$ cat config.mk
export PLATFORM = sky130hd
export DESIGN_NAME = base64_lsb_first_encoder
export DESIGN_NICKNAME = d
export VERILOG_FILES = /design/src/rtl/core/b64e_pkg.sv /design/src/rtl/core/b64e_pack.sv /design/src/rtl/core/b64e_out.sv /design/src/rtl/core/base64_lsb_first_encoder.sv
export SDC_FILE = /design/constraint.sdc
export NUM_CORES = 1
export LEC_CHECK = 0
export ABC_CLOCK_PERIOD_IN_PS = 5750
export BUFFER_PORTS_ARGS = -buffer_cell sky130_fd_sc_hd__buf_2
export CORE_AREA = 2 2 80 82
export DETAILED_ROUTE_END_ITERATION = 7
export DIE_AREA = 0 0 82 84
export SYNTH_ARGS = -nofsm -noshare
export SYNTH_HDL_FRONTEND = slang
export SYNTH_SLANG_ARGS = --single-unit
$ cat constraint.sdc
create_clock -name clock -period 5.75 [get_ports clock]
set_input_delay 0.2875 -clock clock [delete_from_list [all_inputs] [get_ports clock]]
set_output_delay 0.2875 -clock clock [all_outputs]
set_load 0.05 [all_outputs]
$ cat src/rtl/core/b64e_pkg.sv
`timescale 1ns / 1ps

package b64e_pkg;

   typedef struct packed {
      logic [7:0] data_byte;
      logic       last_byte;
   } req_type;

   typedef struct packed {
      logic [6:0] out_char;
      logic       out_last;
   } rsp_type;

   // One or two characters produced by a single input byte.
   typedef struct packed {
      rsp_type first;
      rsp_type second;
      logic    two;
   } pair_type;

   // Position of the next byte inside its three-byte group.
   typedef enum logic [2:0] {
      PHASE_FIRST  = 3'b001,
      PHASE_SECOND = 3'b010,
      PHASE_THIRD  = 3'b100
   } phase_type;

   localparam logic [6:0] CHAR_UPPER_BASE = 7'd65;   // 'A'
   localparam logic [6:0] CHAR_LOWER_OFS  = 7'd71;   // 'a' minus 26
   localparam logic [6:0] CHAR_DIGIT_OFS  = 7'd4;    // 52 minus '0'
   localparam logic [6:0] CHAR_PLUS       = 7'd43;   // '+'
   localparam logic [6:0] CHAR_SLASH      = 7'd47;   // '/'
   localparam logic [5:0] SEXTET_LOWER    = 6'd26;
   localparam logic [5:0] SEXTET_DIGIT    = 6'd52;
   localparam logic [5:0] SEXTET_PLUS     = 6'd62;

   function automatic logic [6:0] sextet_char(input logic [5:0] v);
      logic [6:0] r;
      if (v < SEXTET_LOWER) begin
         r = CHAR_UPPER_BASE + {1'b0, v};
      end else if (v < SEXTET_DIGIT) begin
         r = CHAR_LOWER_OFS + {1'b0, v};
      end else if (v < SEXTET_PLUS) begin
         r = {1'b0, v} - CHAR_DIGIT_OFS;
      end else if (v == SEXTET_PLUS) begin
         r = CHAR_PLUS;
      end else begin
         r = CHAR_SLASH;
      end
      return r;
   endfunction

endpackage

$ cat src/rtl/core/b64e_pack.sv
`timescale 1ns / 1ps

module b64e_pack (
   input  b64e_pkg::req_type   req,
   input  b64e_pkg::phase_type phase,
   input  logic [3:0]          carry,
   output b64e_pkg::pair_type  pair,
   output b64e_pkg::phase_type phase_in,
   output logic [3:0]          carry_in
);

   logic [5:0]          sext0;
   logic [5:0]          sext1;
   logic                two;
   logic                last1;
   logic [3:0]          carry_new;
   b64e_pkg::phase_type phase_new;

   always_comb begin
      sext1 = 6'd0;
      two   = 1'b0;
      last1 = 1'b0;
      unique case (phase)
         b64e_pkg::PHASE_SECOND: begin
            sext0     = {req.data_byte[3:0], carry[1:0]};
            carry_new = req.data_byte[7:4];
            phase_new = b64e_pkg::PHASE_THIRD;
         end
         b64e_pkg::PHASE_THIRD: begin
            sext0     = {req.data_byte[1:0], carry};
            sext1     = req.data_byte[7:2];
            two       = 1'b1;
            last1     = req.last_byte;
            carry_new = 4'd0;
            phase_new = b64e_pkg::PHASE_FIRST;
         end
         default: begin
            sext0     = req.data_byte[5:0];
            carry_new = {2'b00, req.data_byte[7:6]};
            phase_new = b64e_pkg::PHASE_SECOND;
         end
      endcase

      // A message that ends mid-group flushes the held bits as one more character.
      if (req.last_byte) begin
         if (phase_new != b64e_pkg::PHASE_FIRST) begin
            sext1 = {2'b00, carry_new};
            two   = 1'b1;
            last1 = 1'b1;
         end
         carry_new = 4'd0;
         phase_new = b64e_pkg::PHASE_FIRST;
      end

      pair.first.out_char  = b64e_pkg::sextet_char(sext0);
      pair.first.out_last  = req.last_byte & ~two;
      pair.second.out_char = b64e_pkg::sextet_char(sext1);
      pair.second.out_last = last1;
      pair.two             = two;
      phase_in             = phase_new;
      carry_in             = carry_new;
   end

endmodule

$ cat src/rtl/core/b64e_out.sv
`timescale 1ns / 1ps

module b64e_out (
   input  logic               clock,
   input  logic               reset,
   input  logic               load,
   input  b64e_pkg::pair_type pair,
   output logic               load_ready,
   output logic               rsp_valid,
   input  logic               rsp_ready,
   output b64e_pkg::rsp_type  rsp_data
);

   logic               pend_valid_ff;
   logic               pend_valid_in;
   logic               pend_sel_ff;
   logic               pend_sel_in;
   b64e_pkg::pair_type pend_ff;
   b64e_pkg::pair_type pend_in;
   logic               out_valid_ff;
   logic               out_valid_in;
   b64e_pkg::rsp_type  out_ff;
   b64e_pkg::rsp_type  out_in;
   logic               out_load;
   logic               pend_done;

   // The output register takes a new character when it is empty or its beat completes.
   assign out_load   = pend_valid_ff & (~out_valid_ff | rsp_ready);
   assign pend_done  = out_load & (~pend_ff.two | pend_sel_ff);
   assign load_ready = ~pend_valid_ff | pend_done;

   always_comb begin
      pend_valid_in = pend_valid_ff;
      pend_sel_in   = pend_sel_ff;
      pend_in       = pend_ff;
      out_valid_in  = out_valid_ff;
      out_in        = out_ff;

      if (rsp_ready) begin
         out_valid_in = 1'b0;
      end
      if (out_load) begin
         out_valid_in = 1'b1;
         out_in       = pend_sel_ff ? pend_ff.second : pend_ff.first;
         pend_sel_in  = ~pend_done;
      end
      if (pend_done) begin
         pend_valid_in = 1'b0;
      end
      if (load) begin
         pend_valid_in = 1'b1;
         pend_sel_in   = 1'b0;
         pend_in       = pair;
      end
   end

   always_ff @(posedge clock) begin
      if (reset) begin
         pend_valid_ff <= 1'b0;
         pend_sel_ff   <= 1'b0;
         out_valid_ff  <= 1'b0;
      end else begin
         pend_valid_ff <= pend_valid_in;
         pend_sel_ff   <= pend_sel_in;
         out_valid_ff  <= out_valid_in;
      end
      pend_ff <= pend_in;
      out_ff  <= out_in;
   end

   assign rsp_valid = out_valid_ff;
   assign rsp_data  = out_ff;

endmodule

$ cat src/rtl/core/base64_lsb_first_encoder.sv
`timescale 1ns / 1ps

// Channel  Direction  Payload                          Handshake
// req      in         data_byte[7:0], last_byte        req_valid / req_ready
// rsp      out        out_char[6:0], out_last          rsp_valid / rsp_ready
//
// Each byte yields one or two characters, two when it closes a group or flushes a
// partial one; the result register emits one per cycle while rsp_ready is high.
// A new byte is taken in the cycle its predecessor's last character moves to the
// result register, so an item may follow in the next cycle.
// Reset clears the group position, the held bits and both valid flags.
// A stalled result holds its beat; input stalls while the byte register holds a byte not yet done.

module base64_lsb_first_encoder (
   input  logic              clock,
   input  logic              reset,
   input  logic              req_valid,
   output logic              req_ready,
   input  b64e_pkg::req_type req_data,
   output logic              rsp_valid,
   input  logic              rsp_ready,
   output b64e_pkg::rsp_type rsp_data
);

   b64e_pkg::phase_type phase_ff;
   b64e_pkg::phase_type phase_in;
   logic [3:0]          carry_ff;
   logic [3:0]          carry_in;
   b64e_pkg::pair_type  pair;
   logic                accept;

   assign accept = req_valid & req_ready;

   b64e_pack u_pack (
      .req      (req_data),
      .phase    (phase_ff),
      .carry    (carry_ff),
      .pair     (pair),
      .phase_in (phase_in),
      .carry_in (carry_in)
   );

   b64e_out u_out (
      .clock      (clock),
      .reset      (reset),
      .load       (accept),
      .pair       (pair),
      .load_ready (req_ready),
      .rsp_valid  (rsp_valid),
      .rsp_ready  (rsp_ready),
      .rsp_data   (rsp_data)
   );

   always_ff @(posedge clock) begin
      if (reset) begin
         phase_ff <= b64e_pkg::PHASE_FIRST;
         carry_ff <= 4'd0;
      end else if (accept) begin
         phase_ff <= phase_in;
         carry_ff <= carry_in;
      end
   end

endmodule
# After elaboration in Yosys (flattened, before gate mapping)
# Cells that the tools add are included.
# Widths: inputs -> output; s select.
# totals
regBits	35
input_bits	13
out_inout_bits	10
word_cells	71
# classes
add_sub_neg	6
n_lt_le_gt_ge	6
n_eq_ne	5
muxes	27
bitwise	12
reduce_logical	3
# op_table
cell	n
$mux 7	6
$add 7x6->7 const A	4
$lt 6x6->1 const B	4
$mux 6	3
$sub 6x3->7 const B	2
$eq 6x6->1 const B	2
$lt 6x5->1 const B	2
$pmux 6 s2	1
$mux 1	10
$mux 3	3
$mux 8	1
$pmux 4 s2	1
$pmux 3 s2	1
$not 1->1	5
$and 1x1->1	4
$mux 4	1
$reduce_bool 2->1	2
$eq 3x2->1 const B	1
$eq 3x3->1 const B	1
$ne 3x1->1 const B	1
$or 1x1->1	3
$reduce_or 2->1	1

# Logic depth before layout (Yosys ltp)
# logic_depth
word_depth	10
ltp_mapped	12
depth_no_buf	10

# Modules after synthesis
# Synthesis repeated with hierarchy kept, for this count alone.
# unflattened
cells_unflattened	284
hier_area_um2	2683.8
# by_module_without_submodules
module	n_inst	cells_per_inst	area_per_inst_um2	seq_area_each_um2
b64e_pack	1	203	1363.8	0.0
b64e_out	1	49	1001.0	810.8
base64_lsb_first_encoder	1	32	319.1	140.1

# Worst setup path before layout
# Ideal clock, no wire load.
# synth_path
path_kind	flip-flop to flip-flop
start	register u_out.out_valid_ff, in the netlist u_out.rsp_valid
end	register phase_ff[1]
t_arrival_ns	3.006
required_ns	5.633
slack_ns	2.627
stages_incl_launch_ff	7
n_path_buf	0
cell_sequence	dfxtp_1 > and2b_1 > o21ai_0 > nand2_2 > clkinv_1 > nor2_1 > a2111oi_0
# synth_between
elab_chain_cells	6
# synth_rtl
element	line	text
start, declared	b64e_out.sv:20	logic out_valid_ff;
start signal, assigned	b64e_out.sv:65	out_valid_ff <= out_valid_in;
$not 1->1	b64e_out.sv:28	assign out_load = pend_valid_ff & (~out_valid_ff | rsp_ready);
$or 1x1->1	b64e_out.sv:28	
$and 1x1->1	b64e_out.sv:28	
$and 1x1->1	b64e_out.sv:29	assign pend_done = out_load & (~pend_ff.two | pend_sel_ff);
$or 1x1->1	b64e_out.sv:30	assign load_ready = ~pend_valid_ff | pend_done;
via req_ready	base64_lsb_first_encoder.sv:18	output logic req_ready,
$and 1x1->1	base64_lsb_first_encoder.sv:32	assign accept = req_valid & req_ready;
via accept	base64_lsb_first_encoder.sv:30	logic accept;
end signal, assigned	base64_lsb_first_encoder.sv:56	phase_ff <= b64e_pkg::PHASE_FIRST;
end signal, assigned	base64_lsb_first_encoder.sv:59	phase_ff <= phase_in;
end, declared	base64_lsb_first_encoder.sv:25	b64e_pkg::phase_type phase_ff;
# The timed path passes the listed nets, and every way through them passes these cells.
# A chain may end at the register's enable or synchronous reset.

==> out/results.tsv <==
metric	value	unit
cts_root_buf	clkbuf_8	
nets	295	
yosys-top-cells-count	25 x edfxtp_1, 21 x nor2_1, 15 x a21oi_1, 13 x nand3_1, 12 x o21ai_0	
synth.area.top_cells	edfxtp_1 31%, dfxtp_1 8.2%, mux2_2 5.1%, ha_1 4.6%, nor2_1 3.2%	
postRouteAntennaNets	0	
clk_pin_slew	0.07	ns
cpPeakStageDelay	0.90	ns
cts_resized	0	
hold_start	req_valid	
regToRegStartpoint	phase_ff[1]	
yosysSeqAreaShare	39.1	%
overflow	0	
cap_violations	0	
crit_fanout	31	
rsz0062_at_grt	no	
hold_violations	0	
syn_inst	258	
synth.most_common_cell	edfxtp_1	
drt-pass1-iter-count	4	
die_w	82	microns
criticalPathCategory	flip-flop to flip-flop	
antenna_cells	0	
r2r_setup_slack	2.68	ns
insertion_delay	0.28	ns
async_flop_share	0	%
path_buf_inv	0	
yosysTopAreaCellShare	30.9	%
rows	29	
cts_buffers	5	
grt_max_degree	32	
hold_class	input pin to flip-flop	
vias_per_cell	5.51	
path_cells	nor3_1 > o21ai_1 > nand3_1 > ha_1 > a31oi_1 > and3_1 > o21ai_2 > a211o_1 > a211oi_1	
routed_wl	5.06	mm
drt_iter0_markers	100	
yosysTopAreaCell	edfxtp_1	
worst_pin_slew	0.894	ns
antenna_found_initial	0	
finalSetupViolations	0	
avgSynthCellArea	9.42	sq um
post_drt_wl_per_cell	14.4	microns
critPathLaunch	phase_ff[1]	
postCtsSetupRepairBufs	0	
ys_warn_count	0	
finalCritPeriodShare	53.4	%
dieArea	6890	sq um
cts_tree	built	
die_h	84	microns
port_buffers	22	
syn-cell-area	2430	sq um
track_usage	15.8	%
max_freq	326	MHz
coreArea	6100	sq um
fin_cells	351	
ys_seq_elements	35	
place_inst	343	
area_growth	8.85	%
synthDistinctLibCells	64	
initial_utilization	39.9	%
clkSinkCount	35	
critPathArrivalTime	3.18	ns
ios	23	
critical_path.startpoint_type	flip-flop	
gp_congestion	0.797	
finalCriticalPeriod	3.07	ns
grt_pass1_vias	1725	
dp.final_hpwl	3.72	mm
status	finished clean	
htree_num_levels	2	
maxSlewViolCount	0	
vias	1934	
relSlewSlack	40.3	%
required	5.86	ns
end_kind	flip-flop	
clock_path_buffers	2	
synth-edff-count	25	
tns	0	ns
drive_gt1_share	19.0	%
ir_worst_vdd	0.150	mV
p_leak	0.953	nW
cp_slowest_cell	dfxtp_1	
synth_ff_type	edfxtp_1	
cpLargestDelayFamily	compound AO/OA/AOI/OAI gates	
drcViolationCount	0	
grt_pass1_wl	8.45	mm
synth.net_count	280	
cts_hold_buf	0	
skew	0.00775	ns
p_per_area	234	nW/um^2
==> cell type report <==
type,instances,area (sq um)
fill,600,3450
multi-input combinational,196,1350
sequential,35,951
timing repair buffer,22,110
tap,77,96.3
clock buffer,7,86.3
inverter,13,48.8
clock inverter,1,3.75
==> cell families (layout without fill, tap and decap cells) <==
family          Yosys count  count (layout)  synth area share, %
mux                      13              13                 5.92
simple gates            100             100                 23.4
buf+inv                  27              43                 5.35
compound gates           70              70                 20.3
xor+xnor                  3               3                 1.08
fa+ha+maj                 9               9                 4.63
other cells               1               1                0.154
flops                    35              35                 39.1
==> sequential cells by signal (all words and copies together), names as in the netlist <==
signal	cells
u_out.pend_ff	17
u_out.rsp_data	8
carry_ff	4
phase_ff	3
u_out.pend_sel_ff	1
u_out.pend_valid_ff	1
u_out.rsp_valid	1
==> cell usage in the layout (no fill, tap or decap), types with 3 or more instances in the layout <==
| cell | count |
|---|---|
| a21oi_1 | 15 |
| a31oi_1 | 4 |
| and3_1 | 6 |
| buf_2 | 22 |
| clkbuf_8 | 6 |
| dfxtp_1 | 10 |
| edfxtp_1 | 25 |
| ha_1 | 9 |
| inv_1 | 9 |
| inv_2 | 3 |
| mux2_2 | 11 |
| nand2_1 | 11 |
| nand2b_1 | 7 |
| nand3_1 | 13 |
| nand3b_1 | 6 |
| nor2_1 | 21 |
| nor2b_1 | 6 |
| nor3_1 | 7 |
| nor3b_1 | 4 |
| o211ai_1 | 3 |
| o21ai_0 | 12 |
| o21ai_1 | 5 |
| o22ai_1 | 3 |
| xnor2_1 | 3 |
==> worst min-delay path, delay by kind of cell <==
| kind | cells | cell delay [ns] |
|---|---|---|
| compound gates | 1 | 0.05 |
| buf+inv | 2 | 0.17 |
==> per-stage QoR <==
| stage | area (sq um) | utilization, % | power [mW] | worst slack [ns] | hold slack, ns |
|---|---|---|---|---|---|
| final | 2650 | 43.4 | 0.620 | 2.68 | 0.262 |
| after floorplan | 2430 | - | 0.418 | 2.63 | 0.417 |
| after global routing | 2650 | 43.4 | 0.656 | 2.33 | 0.267 |
| after detailed placement | 2560 | 41.9 | 0.450 | 2.74 | 0.453 |
| after global placement | 2560 | 41.9 | 0.449 | 2.77 | 0.461 |
| after CTS | 2650 | 43.4 | 0.628 | 2.69 | 0.252 |
==> worst paths after layout <==
kind	end	cells past startpoint
worst max-delay path	u_out.pend_ff[15]	9
worst min-delay path	u_out.pend_valid_ff	3
worst max register to register	u_out.pend_ff[15]	9
worst min register to register	carry_ff[3]	2
==> report_power, final <==
group | internal, mW | switching [mW] | total (mW)
logic | 0.0513 | 0.0862 | 0.137
registers | 0.293 | 0.0148 | 0.308
clock network | 0.0958 | 0.0792 | 0.175
total | 0.440 | 0.180 | 0.620
==> per-layer routing <==
| metal | track usage, % | up-vias | wire, microns |
|---|---|---|---|
| li1 | - | 991 | - |
| met1 | 23.2 | 903 | 2530 |
| met2 | 23.6 | 34 | 2350 |
| met3 | 2.27 | 6 | 129 |
| met4 | 5.15 | 0 | 53 |
| met5 | 0 | - | 0 |
Power figures use the tool's default switching activity.
